<file path="config.mk">
export PLATFORM = sky130hd
export DESIGN_NAME = rkq_ctrl
export DESIGN_NICKNAME = d
export VERILOG_FILES = /design/src/rtl/rkq_pkg.sv /design/src/rtl/rkq_ctrl.sv
export SDC_FILE = /design/constraint.sdc
export NUM_CORES = 1
export LEC_CHECK = 0
export BUFFER_PORTS_ARGS = -buffer_cell sky130_fd_sc_hd__buf_2
export CAP_MARGIN = 40
export CORE_AREA = 8 8 45 47
export CTS_BUF_LIST = sky130_fd_sc_hd__clkbuf_16
export DETAILED_ROUTE_END_ITERATION = 10
export DIE_AREA = 0 0 53 55
export RECOVER_POWER = 100
export SLEW_MARGIN = 30
export SYNTH_ARGS = -nofsm -noshare
export SYNTH_HDL_FRONTEND = slang
export SYNTH_SLANG_ARGS = --single-unit
</file>
<file path="constraint.sdc">
create_clock -name clk_i -period 1.35 [get_ports clk_i]
set_input_delay 0 -clock clk_i [delete_from_list [all_inputs] [get_ports clk_i]]
set_output_delay 0 -clock clk_i [all_outputs]
set_load 0.02 [all_outputs]
</file>
<file path="src/rtl/rkq_pkg.sv">
// Shared types, constants and helpers of the bounded top-K ranker.
// No dependencies; every other file uses this package.
package rkq_pkg;

  localparam int MAX_ENTRIES = 128;
  localparam int TAG_BITS    = 16;
  localparam int IDX_W       = $clog2(MAX_ENTRIES);
  localparam int CNT_W       = $clog2(MAX_ENTRIES + 1);
  localparam int SCALE       = 1000;
  localparam int CAL_W       = 48;
  localparam int Q_W         = 39;
  localparam int DIV_STEPS   = 4;
  localparam int DIVC_W      = $clog2(DIV_STEPS + 1);
  localparam int KEY_W       = 3 * 10 + CAL_W + 12 + 64;
  localparam int ADDR_W      = 3;

  // score / 1000 as (|score| >> 3) * ceil(2^52 / 125) >> 52, four 24x24 products
  localparam int MUL_W     = 24;
  localparam int PRE_SH    = 3;
  localparam int SCALE_ODD = SCALE >> PRE_SH;
  localparam int RECIP_SH  = 52;
  localparam int ACC_W     = 4 * MUL_W;
  localparam logic [63:0] RECIP =
    ((64'd1 << RECIP_SH) + 64'(SCALE_ODD - 1)) / 64'(SCALE_ODD);
  localparam logic [MUL_W-1:0] RECIP_LO = RECIP[MUL_W-1:0];
  localparam logic [MUL_W-1:0] RECIP_HI = RECIP[2*MUL_W-1:MUL_W];

  localparam logic [7:0] CAP_RESET = 8'd128;

  localparam logic CMD_INSERT = 1'b0;
  localparam logic CMD_READ   = 1'b1;

  localparam logic REG_RANK_MODE = 1'b0;
  localparam logic REG_CAPACITY  = 1'b1;

  typedef enum logic [1:0] {
    MODE_STRICT = 2'd0,
    MODE_PROXY  = 2'd1,
    MODE_CALIB  = 2'd2,
    MODE_XOR    = 2'd3
  } rank_mode_e;

  typedef struct packed {
    logic               cmd;
    logic [9:0]         strict_cost;
    logic [9:0]         proxy_cost;
    logic [9:0]         xor_cost;
    logic signed [47:0] calibrated_score;
    logic [11:0]        weight_total;
    logic [63:0]        hash_value;
    logic [15:0]        tag;
    logic [6:0]         rank_index;
  } in_item_t;

  typedef struct packed {
    logic               entry_valid;
    logic [9:0]         out_strict;
    logic [9:0]         out_proxy;
    logic [9:0]         out_xor;
    logic signed [47:0] out_calibrated;
    logic [11:0]        out_weight;
    logic [63:0]        out_hash;
    logic [15:0]        out_tag;
    logic [7:0]         entry_count;
    logic               replaced;
    logic               evicted;
  } out_item_t;

  typedef struct packed {
    logic          load;
    logic          div_step;
    logic          scan_init;
    logic          scan_step;
    logic          decide;
    logic          shift_rd;
    logic          shift_wr;
    logic          wr_new;
    logic          rd_entry;
    logic          res_load;
  } rkq_cmd_t;

  typedef struct packed {
    logic div_done;
    logic scan_done;
    logic skip_write;
    logic replaced;
    logic shift_done;
  } rkq_status_t;

  function automatic logic [CNT_W-1:0] eff_cap(input logic [7:0] raw);
    logic [CNT_W-1:0] r;
    if (raw == 8'd0) begin
      r = CNT_W'(1);
    end else if (int'(raw) > MAX_ENTRIES) begin
      r = CNT_W'(MAX_ENTRIES);
    end else begin
      r = CNT_W'(raw);
    end
    return r;
  endfunction

endpackage

</file>
<file path="src/rtl/rkq_ctrl.sv">
// Sequencer of the ranker: divide, scan, decide, shift, write, respond; or read, respond.
// Depends on rkq_pkg; drives rkq_datapath through command/status structs.
module rkq_ctrl (
  input  logic                 clk_i,
  input  logic                 rst_ni,
  input  logic                 in_valid_i,
  input  logic                 in_cmd_i,
  output logic                 in_ready_o,
  output logic                 out_valid_o,
  input  logic                 out_ready_i,
  input  rkq_pkg::rkq_status_t sts_i,
  output rkq_pkg::rkq_cmd_t    cmd_o
);
  import rkq_pkg::*;

  typedef enum logic [3:0] {
    ST_IDLE, ST_DIV, ST_SCAN, ST_DECIDE, ST_SH_RD, ST_SH_WR, ST_WRITE, ST_RD, ST_FIN
  } state_e;

  state_e state_q;
  logic   out_valid_q;
  logic   slot_free;

  assign in_ready_o  = (state_q == ST_IDLE);
  assign out_valid_o = out_valid_q;
  assign slot_free   = !out_valid_q || out_ready_i;

  always_comb begin
    cmd_o = '0;
    case (state_q)
      ST_IDLE:   cmd_o.load = in_valid_i;
      ST_DIV:    begin
        cmd_o.div_step  = 1'b1;
        cmd_o.scan_init = sts_i.div_done;
      end
      ST_SCAN:   cmd_o.scan_step = 1'b1;
      ST_DECIDE: cmd_o.decide = 1'b1;
      ST_SH_RD:  cmd_o.shift_rd = !sts_i.shift_done;
      ST_SH_WR:  cmd_o.shift_wr = 1'b1;
      ST_WRITE:  cmd_o.wr_new = 1'b1;
      ST_RD:     cmd_o.rd_entry = 1'b1;
      ST_FIN:    cmd_o.res_load = slot_free;
      default:   cmd_o = '0;
    endcase
  end

  always_ff @(posedge clk_i or negedge rst_ni) begin
    if (!rst_ni) begin
      state_q     <= ST_IDLE;
      out_valid_q <= 1'b0;
    end else begin
      if ((state_q == ST_FIN) && slot_free) begin
        out_valid_q <= 1'b1;
      end else if (out_ready_i) begin
        out_valid_q <= 1'b0;
      end
      case (state_q)
        ST_IDLE: begin
          if (in_valid_i) begin
            state_q <= (in_cmd_i == CMD_READ) ? ST_RD : ST_DIV;
          end
        end
        ST_DIV: begin
          if (sts_i.div_done) begin
            state_q <= ST_SCAN;
          end
        end
        ST_SCAN: begin
          if (sts_i.scan_done) begin
            state_q <= ST_DECIDE;
          end
        end
        ST_DECIDE: state_q <= ST_SH_RD;
        ST_SH_RD: begin
          if (sts_i.skip_write) begin
            state_q <= ST_FIN;
          end else if (sts_i.replaced || sts_i.shift_done) begin
            state_q <= ST_WRITE;
          end else begin
            state_q <= ST_SH_WR;
          end
        end
        ST_SH_WR: state_q <= ST_SH_RD;
        ST_WRITE: state_q <= ST_FIN;
        ST_RD:    state_q <= ST_FIN;
        ST_FIN: begin
          if (slot_free) begin
            state_q <= ST_IDLE;
          end
        end
        default: state_q <= ST_IDLE;
      endcase
    end
  end

endmodule

</file>
==> metrics.cfg, run 1 <==
[run_status]
outcome = finished, violations left
violations = negative setup slack

[critical_path]
crit_buf_inv = 0
path_max_fanout = 4
start_kind = register
cp_slowest_cell = or4b_4
setup.worst_path.end_class = register
cp_data_required_time_ns = 1.48
cp_top_family = simple AND/OR/NAND/NOR gates
cp_cell_sequence = or4b_4 > o32a_1 > o32ai_2
rrSetupSlack_ns = -0.07
cpPeakStageDelay_ns = 0.54
r2r-start = state_q[0]
crit_type = register to register
worst_r2r_path_depth = 3
critPathArrivalTime_ns = 1.56
r2r-end = state_q[1]

[power_and_ir_drop]
vdd_ir_drop_max_mv = 1.39
p_leak_nw = 0.395
p_per_area_mw_per_mm2 = 2630

[final_layout]
num_antenna_cells = 0
nNetsFinal = 102
instances_no_fill = 107
num-fill-cells = 130
fin_util_pct = 62.2
drive_gt1_share_pct = 56.0
area_delta_synth_final_pct = 101

[yosys]
syn_inst = 53
yosysSeqAreaShare_pct = 29.2
synth_warnings = 0
synth_top_cell_area_share_pct = 29.2
synth_nets = 63
synth_cell_types = 27
synth_top_cell_by_area = dfrtp_1
avgSynthCellArea_um2 = 8.07
ys_ff_latch = 5
post_synth_instance_area_um2 = 428
synth_area_leaders = dfrtp_1 29%, nor2_1 7.0%, nand2b_1 5.8%

[floorplanning]
core_mm2 = 0.00138
die_w_um = 53
die_area_mm2 = 0.00292
io_pins = 22
num_rows = 14
start_util_pct = 30.9
die_h_um = 55

[detailed_routing]
dr.pass1.iters = 3
drt-wirelength-per-cell_um = 13.4
drt_iter0_markers = 1
vias_per_cell = 4.93
vias = 528
route.detailed.drc = 0
ant_nets = 0
routed_wl_mm = 1.44

[global_routing]
grt_antenna_before_repair = 0
grt_pass1_wl_mm = 2.17
grt_pass1_vias = 516
track_usage_pct = 9.65
grt_max_degree = 13
overflow = 0

[place]
io_buffers = 21
place.gp.congestion = 0.746
place_inst = 96
dp_hpwl_mm = 1.01

[cts]
cts_tree = done
cts_buffer_depth = 2
root_buffer = clkbuf_16
cts_made_buffers = 3
clkTransAtPathRegs_ns = 0.03
h-tree-depth = 1
worst_skew_pair.late_latency_ns = 0.23
clock_sinks = 5

[timing]
report.final.slew_viol_count = 0
slew_headroom_pct = 75.0
worst_pin_slew_ns = 0.370
period_share_pct = 105
setup_viol = 7
fmax_mhz = 702
fin_crit_ns = 1.42
fin_skew_ns = 0.00336
final_hold_viol_count = 0
layout_setup_ws_ns = -0.0736
grt_setup_unrepaired = true

[min_path]
hold_path_depth = 2
hp-start = sts_i[4]
holdPathEnd = state_q[0]
hp-class = input pin to register

[flow_run]
maxCapViolCount = 0

==> final cells by class <==
class / instances / area (um^2) / share of cell area [%]
Tap cell: 16 / 20.0 / 2.33
Sequential cell: 5 / 125 / 14.5
Clock inverter: 1 / 3.75 / 0.436
Timing Repair Buffer: 38 / 284 / 33.0
Inverter: 1 / 3.75 / 0.436
Clock buffer: 3 / 75.1 / 8.72
Multi-Input combinational cell: 43 / 349 / 40.6
==> Yosys cell counts <==
cell type / count
nor4b_1: 2
nand2_1: 3
dfrtp_1: 5
xor2_1: 1
o32ai_1: 2
a21oi_1: 1
or4b_4: 1
a211o_1: 1
or2_2: 1
nor2_1: 8
o21ai_0: 1
buf_2: 2
nor2b_1: 3
nor4_1: 2
clkbuf_1: 2
nand2b_1: 4
and2_1: 2
o21bai_1: 1
a22oi_1: 1
inv_1: 1
o32a_1: 1
or4_1: 1
or3_1: 1
nor3_1: 2
o32ai_2: 1
o22a_1: 1
nor3b_1: 2
==> power by group <==
group	switching (mW)	internal (mW)	total, mW	leakage, nW
sequential	0.0485	0.216	0.265	0.0651
combinational	0.732	0.792	1.52	0.288
clock	0.0938	0.383	0.477	0.0423
==> layer usage <==
| layer | wire (um) | share of wire [%] | track usage (%) |
|---|---|---|---|
| met4 | 5 | 0.35 | 3.88 |
| met3 | 113 | 7.9 | 2.94 |
| met1 | 586 | 41 | 10.9 |
| met2 | 729 | 51 | 16.6 |
| met5 | 0 | 0 | 0 |
==> repair_timing <==
action,in CTS,in global routing
gates resized for setup,17,12
pin swaps,7,2
hold buffers,3,0
buffers inserted,4,1
endpoints found under the hold margin,7,0
setup endpoints to repair,11,11
cloned,0,0
==> through the flow <==
stage                     worst slack (ns)  setup TNS, ns  instance area, um^2  total power, mW  hold WS, ns
after floorplan                     -0.111         -0.288                  442             1.01       -0.296
after global placement              -0.109         -0.219                  624             1.40       -0.180
after detailed placement            -0.127         -0.255                  624             1.40       -0.179
after CTS                          -0.0713         -0.374                  817             2.12       0.0109
after global routing                -0.110         -0.811                  861             2.40       0.0297
final                              -0.0736         -0.295                  861             2.27       0.0177
==> registers in the layout, summed over array words and instances, names as in the netlist <==
signal       count
state_q          4
out_valid_o      1
==> worst max-delay path by stage <==
stage | start | endpoint | slack, ns | depth (start not counted)
finish | state_q[0] | state_q[1] | -0.07 | 3
global route | state_q[0] | state_q[1] | -0.11 | 3
CTS | state_q[0] | state_q[1] | -0.07 | 3
detailed placement | state_q[1] | state_q[1] | -0.13 | 3
global placement | state_q[1] | state_q[1] | -0.11 | 3
floorplan | state_q[1] | state_q[1] | -0.11 | 3
==> cell usage in the layout (no fill, tap or decap) <==
| cell | netlist | final |
|---|---|---|
| nor3_1 | 2 | 1 |
| and2_4 | 0 | 2 |
| o32a_1 | 1 | 1 |
| nor4b_1 | 2 | 2 |
| nor3b_1 | 2 | 2 |
| dlygate4sd3_1 | 0 | 3 |
| nor4_2 | 0 | 1 |
| dfrtp_1 | 5 | 5 |
| clkbuf_1 | 2 | 2 |
| inv_1 | 1 | 2 |
| nor3_4 | 0 | 1 |
| clkbuf_2 | 0 | 2 |
| nor2_2 | 0 | 2 |
| buf_2 | 2 | 9 |
| nand2b_4 | 0 | 2 |
| or2_4 | 0 | 1 |
| or4_4 | 0 | 1 |
| nor4_1 | 2 | 1 |
| o32ai_2 | 1 | 1 |
| nor2_4 | 0 | 2 |
| o21ai_0 | 1 | 1 |
| o32ai_1 | 2 | 2 |
| or3_1 | 1 | 1 |
| clkbuf_16 | 0 | 3 |
| buf_6 | 0 | 7 |
| o21bai_1 | 1 | 1 |
| a22oi_1 | 1 | 1 |
| a211o_1 | 1 | 1 |
| nor2b_1 | 3 | 3 |
| nor2_1 | 8 | 4 |
| nand2b_1 | 4 | 2 |
| nand2_1 | 3 | 3 |
| or4b_4 | 1 | 1 |
| a21oi_2 | 0 | 1 |
| xor2_1 | 1 | 1 |
| buf_4 | 0 | 15 |
| o22a_1 | 1 | 1 |
==> cell families (layout without fill, tap and decap cells) <==
family,count (synthesis),after routing,share of synthesized area [%]
AO/OA/AOI/OAI,10,10,20.2
AND/OR/NAND/NOR,32,32,43.6
flip-flops,5,5,29.2
buffers and inverters,5,43,4.97
XOR/XNOR,1,1,2.05
Note: power is estimated with default switching activity, not from simulation.
==> inputs of run 2 (changes only) <==
Settings changed: CTS_BUF_LIST sky130_fd_sc_hd__clkbuf_16 to sky130_fd_sc_hd__clkbuf_8.
==> metrics.cfg, run 2 (synthesis gave the netlist of run 1 again) <==
[run_status]
outcome = finished, violations left
violations = negative setup slack

[critical_path]
startpoint = state_q[0]
r2r-end = state_q[1]
cp_top_family = simple AND/OR/NAND/NOR gates
r2r-start = state_q[0]
rrSetupSlack_ns = -0.07
critPathArrivalTime_ns = 1.55
cp_cell_sequence = or4b_4 > o32a_1 > o32ai_2
start_kind = register
cp_data_required_time_ns = 1.48
setup.worst_path.end_class = register
crit_buf_inv = 0
cp_slowest_cell = or4b_4
cpPeakStageDelay_ns = 0.54
path_max_fanout = 4
worst_r2r_path_depth = 3
crit_type = register to register

[place]
place.gp.congestion = 0.746
place_ws_ns = -0.127
place_inst = 96
io_buffers = 21
dp_hpwl_mm = 1.01

[detailed_routing]
drt_iter0_markers = 3
drt-wirelength-per-cell_um = 13.8
route.detailed.drc = 0
routed_wl_mm = 1.47
ant_nets = 0
vias_per_cell = 4.98
dr.pass1.iters = 3
vias = 528

[timing]
fmax_mhz = 702
period_share_pct = 106
slew_headroom_pct = 74.9
report.final.slew_viol_count = 0
grt_setup_unrepaired = true
fin_setup_tns_ns = -0.284
worst_pin_slew_ns = 0.372
fin_crit_ns = 1.42
setup_viol = 7
final_hold_viol_count = 0
layout_setup_ws_ns = -0.0747
fin_skew_ns = 0.00492

[cts]
cts_tree = done
cts_buffer_depth = 2
cts_made_buffers = 3
clock_sinks = 5
clkTransAtPathRegs_ns = 0.04
root_buffer = clkbuf_8
worst_skew_pair.late_latency_ns = 0.22
h-tree-depth = 1

[final_layout]
num_antenna_cells = 0
fin_util_pct = 58.8
layout_commonest_cell = buf_4
largest_reg_flops = 4
instances_no_fill = 106
drive_gt1_share_pct = 55.6
layout_common_cells = 14 x buf_4, 10 x buf_2, 6 x buf_6
top_register = state_q
area_delta_synth_final_pct = 90.1
nNetsFinal = 101

[global_routing]
overflow = 0
grt_util_met1_pct = 10.7
grt_pass1_vias = 515
grt_antenna_before_repair = 0
grt_pass1_wl_mm = 2.17
met2_usage_pct = 16.8
use_met3_pct = 3.74
grt_max_degree = 13
track_usage_pct = 9.81
grt-busiest-layer = met2

[floorplanning]
die_w_um = 53
die_h_um = 55
start_util_pct = 30.9
core_mm2 = 0.00138
io_pins = 22
die_area_mm2 = 0.00292
num_rows = 14

[power_and_ir_drop]
p_per_area_mw_per_mm2 = 2470
vdd_ir_drop_max_mv = 1.16
p_leak_nw = 0.372

[min_path]
holdPathEnd = state_q[0]
hold_path_depth = 2
hp-class = input pin to register
hp-start = sts_i[4]

[flow_run]
maxCapViolCount = 0

-- run 2: cell count changes in the layout (fill, tap and decap cells not counted) --
| cell | previous run | this run |
|---|---|---|
| clkbuf_8 | 0 | 3 |
| buf_2 | 9 | 10 |
| buf_6 | 7 | 6 |
| buf_4 | 15 | 14 |
| clkbuf_16 | 3 | 0 |
-- run 2: area by class of cell --
cell class / count / area (um^2)
Fill cell: 133 / 571
Multi-Input combinational cell: 43 / 349
Timing Repair Buffer: 37 / 270
Sequential cell: 5 / 125
Clock buffer: 3 / 41.3
Tap cell: 16 / 20.0
Clock inverter: 1 / 3.75
Inverter: 1 / 3.75
-- run 2: repair_timing --
| action | CTS | global route |
|---|---|---|
| hold endpoints to repair | 7 | 0 |
| hold buffers | 3 | 0 |
| setup buffers | 4 | 0 |
| resized for setup | 17 | 10 |
| setup endpoints to repair | 11 | 11 |
| pin swaps | 8 | 2 |
-- run 2: worst max-delay path by stage --
stage                             to  slack, ns  depth (start not counted)
after CTS                 state_q[1]      -0.07                          3
after floorplan           state_q[1]      -0.11                          3
final                     state_q[1]      -0.07                          3
after global routing        cmd_o[9]      -0.12                          5
after detailed placement  state_q[1]      -0.13                          3
after global placement    state_q[1]      -0.11                          3
-- run 2: worst reg2reg max path, cell delays in order (launching register included) --
cell and delay [ns]:
dfrtp_1 0.40, or4b_4 0.54, o32a_1 0.31, o32ai_2 0.08
-- run 2: routing by layer --
metal  part of all wire (%)  up-vias
met3                    8.0        2
met2                     53       18
met5                      0        -
met4                   0.55        0
li1                       -      269
met1                     39      239
-- run 2: per-stage QoR --
| step | hold WS [ns] | cell area (um^2) | power (mW) |
|---|---|---|---|
| 6_report | 0.0224 | 813 | 2.01 |
| 5_1_grt | 0.0302 | 813 | 2.14 |
| 4_1_cts | 0.0130 | 783 | 1.91 |
| 3_5_place_dp | -0.179 | 624 | 1.40 |
| 3_3_place_gp | -0.180 | 624 | 1.40 |
| 2_1_floorplan | -0.296 | 442 | 1.01 |
-- run 2: where the power goes --
group	internal, mW	switching [mW]	total, mW
Clock	0.195	0.0745	0.270
Sequential	0.216	0.0481	0.264
Combinational	0.745	0.729	1.47
==> inputs of run 3 (changes only) <==
Settings changed: CELL_PAD_IN_SITES_DETAIL_PLACEMENT set to 0, CELL_PAD_IN_SITES_GLOBAL_PLACEMENT set to 1, CORE_AREA 8 8 45 47 to unset, CORE_MARGIN set to 8, CORE_UTILIZATION set to 28, DIE_AREA 0 0 53 55 to unset, PLACE_DENSITY_LB_ADDON set to 0.1.
==> metrics.cfg, run 3 (synthesis gave the netlist of run 1 again) <==
[timing]
setup_viol = 6
worst_pin_slew_ns = 0.265
grt_setup_unrepaired = true
report.final.slew_viol_count = 0
fmax_mhz = 679
period_share_pct = 109
final_hold_viol_count = 0
fin_setup_tns_ns = -0.509
slew_headroom_pct = 82.1
fin_crit_ns = 1.47
fin_skew_ns = 0.00107
layout_setup_ws_ns = -0.123

[final_layout]
top_register = state_q
layout_common_cells = 15 x buf_4, 9 x buf_2, 7 x buf_6
largest_reg_flops = 4
num_antenna_cells = 0
design_area_um2 = 832
area_delta_synth_final_pct = 94.4
drive_gt1_share_pct = 55.4
layout_commonest_cell = buf_4
num-fill-cells = 139
nNetsFinal = 103

[cts]
h-tree-depth = 1
cts_made_buffers = 3
root_buffer = clkbuf_8
cts_buffer_depth = 2
clock_sinks = 5
cts_tree = done
worst_skew_pair.late_latency_ns = 0.22
clkTransAtPathRegs_ns = 0.04

[global_routing]
grt_max_degree = 10
grt_antenna_before_repair = 0
grt_pass1_vias = 558
track_usage_pct = 10.8
grt_pass1_wl_mm = 2.42
overflow = 0

[place]
place_ws_ns = -0.142
place.gp.congestion = 0.747
io_buffers = 21
dp_hpwl_mm = 1.10
place_area_um2 = 624

[detailed_routing]
dr.pass1.iters = 4
route.detailed.drc = 0
ant_nets = 0
vias = 557
routed_wl_mm = 1.57
drt_iter0_markers = 8
drt-wirelength-per-cell_um = 14.5
vias_per_cell = 5.16

[critical_path]
cp_slowest_cell = or4b_4
path_max_fanout = 5
critPathArrivalTime_ns = 1.60
r2r-start = state_q[1]
crit_type = register to register
cpPeakStageDelay_ns = 0.57
setup.worst_path.end_class = register
start_kind = register
cp_cell_sequence = or4b_4 > o32a_1 > o32ai_2
cp_top_family = simple AND/OR/NAND/NOR gates
cp_data_required_time_ns = 1.48
startpoint = state_q[1]
crit_buf_inv = 0

[power_and_ir_drop]
p_seq_share_pct = 14.3
vdd_ir_drop_max_mv = 0.918
p_per_area_mw_per_mm2 = 2500
pwr-share-clk_pct = 13.1
p_sw_uw = 879
p_leak_nw = 0.380
sw_frac_of_total_pct = 42.2
p_int_mw = 1.20
power_frac_comb_pct = 72.5

[floorplanning]
start_util_pct = 29.1
core_mm2 = 0.00147
die_h_um = 55.1
io_pins = 22
die_w_um = 55.1
num_rows = 14
die_area_mm2 = 0.00303

[min_path]
hp-class = input pin to register
hp-start = sts_i[4]

[run_status]
outcome = finished, violations left
violations = negative setup slack

[flow_run]
maxCapViolCount = 0

run 3: changes by cell type in the layout (fill, tap and decap cells not counted), sizes merged:
cell    before  now
buf         30   31
clkbuf       7    8
run 3: repair_timing:
action,in CTS,in global routing
endpoints found under the setup margin,10,13
setup buffers,4,2
endpoints found under the hold margin,7,0
resized for setup,12,16
hold buffers,3,0
pin swaps,6,3
run 3: routing by layer:
layer | global-route usage (%) | vias to the layer above | share of wire, %
met5 | 0 | - | 0
met4 | 7.20 | 0 | 1.8
met3 | 1.60 | 3 | 5.4
met2 | 19.0 | 17 | 53
met1 | 11.6 | 265 | 40
li1 | - | 272 | -
run 3: power by group through the flow:
stage,logic (mW),registers [mW],clock network (mW)
final,1.51,0.299,0.273
after global routing,1.61,0.308,0.287
after CTS,1.30,0.285,0.275
after detailed placement,1.12,0.291,0
after global placement,1.14,0.289,0
after floorplan,0.717,0.292,0
run 3: worst paths after layout:
check / end / slack (ns) / cells after the start
worst max-delay path: state_q[1] / -0.12 / 3
worst max register to register: state_q[1] / -0.12 / 3
worst min register to register: out_valid_o / 0.55 / 2
max in group asynchronous: state_q[0] / 0.96 / 2
worst min-delay path: state_q[0] / 0.03 / 2
min in group asynchronous: out_valid_o / 0.16 / 2
run 3: layout make-up:
| cell class | instances | area, um^2 | area share (%) |
|---|---|---|---|
| clock inverters | 1 | 3.75 | 0.451 |
| flip-flops and latches | 5 | 128 | 15.3 |
| clock buffers | 3 | 41.3 | 4.96 |
| repair buffers | 39 | 288 | 34.6 |
| multi-input cells | 43 | 348 | 41.8 |
| inverters | 1 | 3.75 | 0.451 |
| well taps | 16 | 20.0 | 2.41 |
run 3: metrics by stage:
step / hold WS [ns] / std cells / power (mW) / util (%)
after floorplan: -0.296 / 53 / 1.01 / -
after global placement: -0.182 / 96 / 1.43 / 42.4
after detailed placement: -0.178 / 96 / 1.41 / 42.4
after CTS: 0.0195 / 107 / 1.86 / 52.2
after global routing: 0.0382 / 108 / 2.20 / 56.5
final: 0.0301 / 108 / 2.08 / 56.5
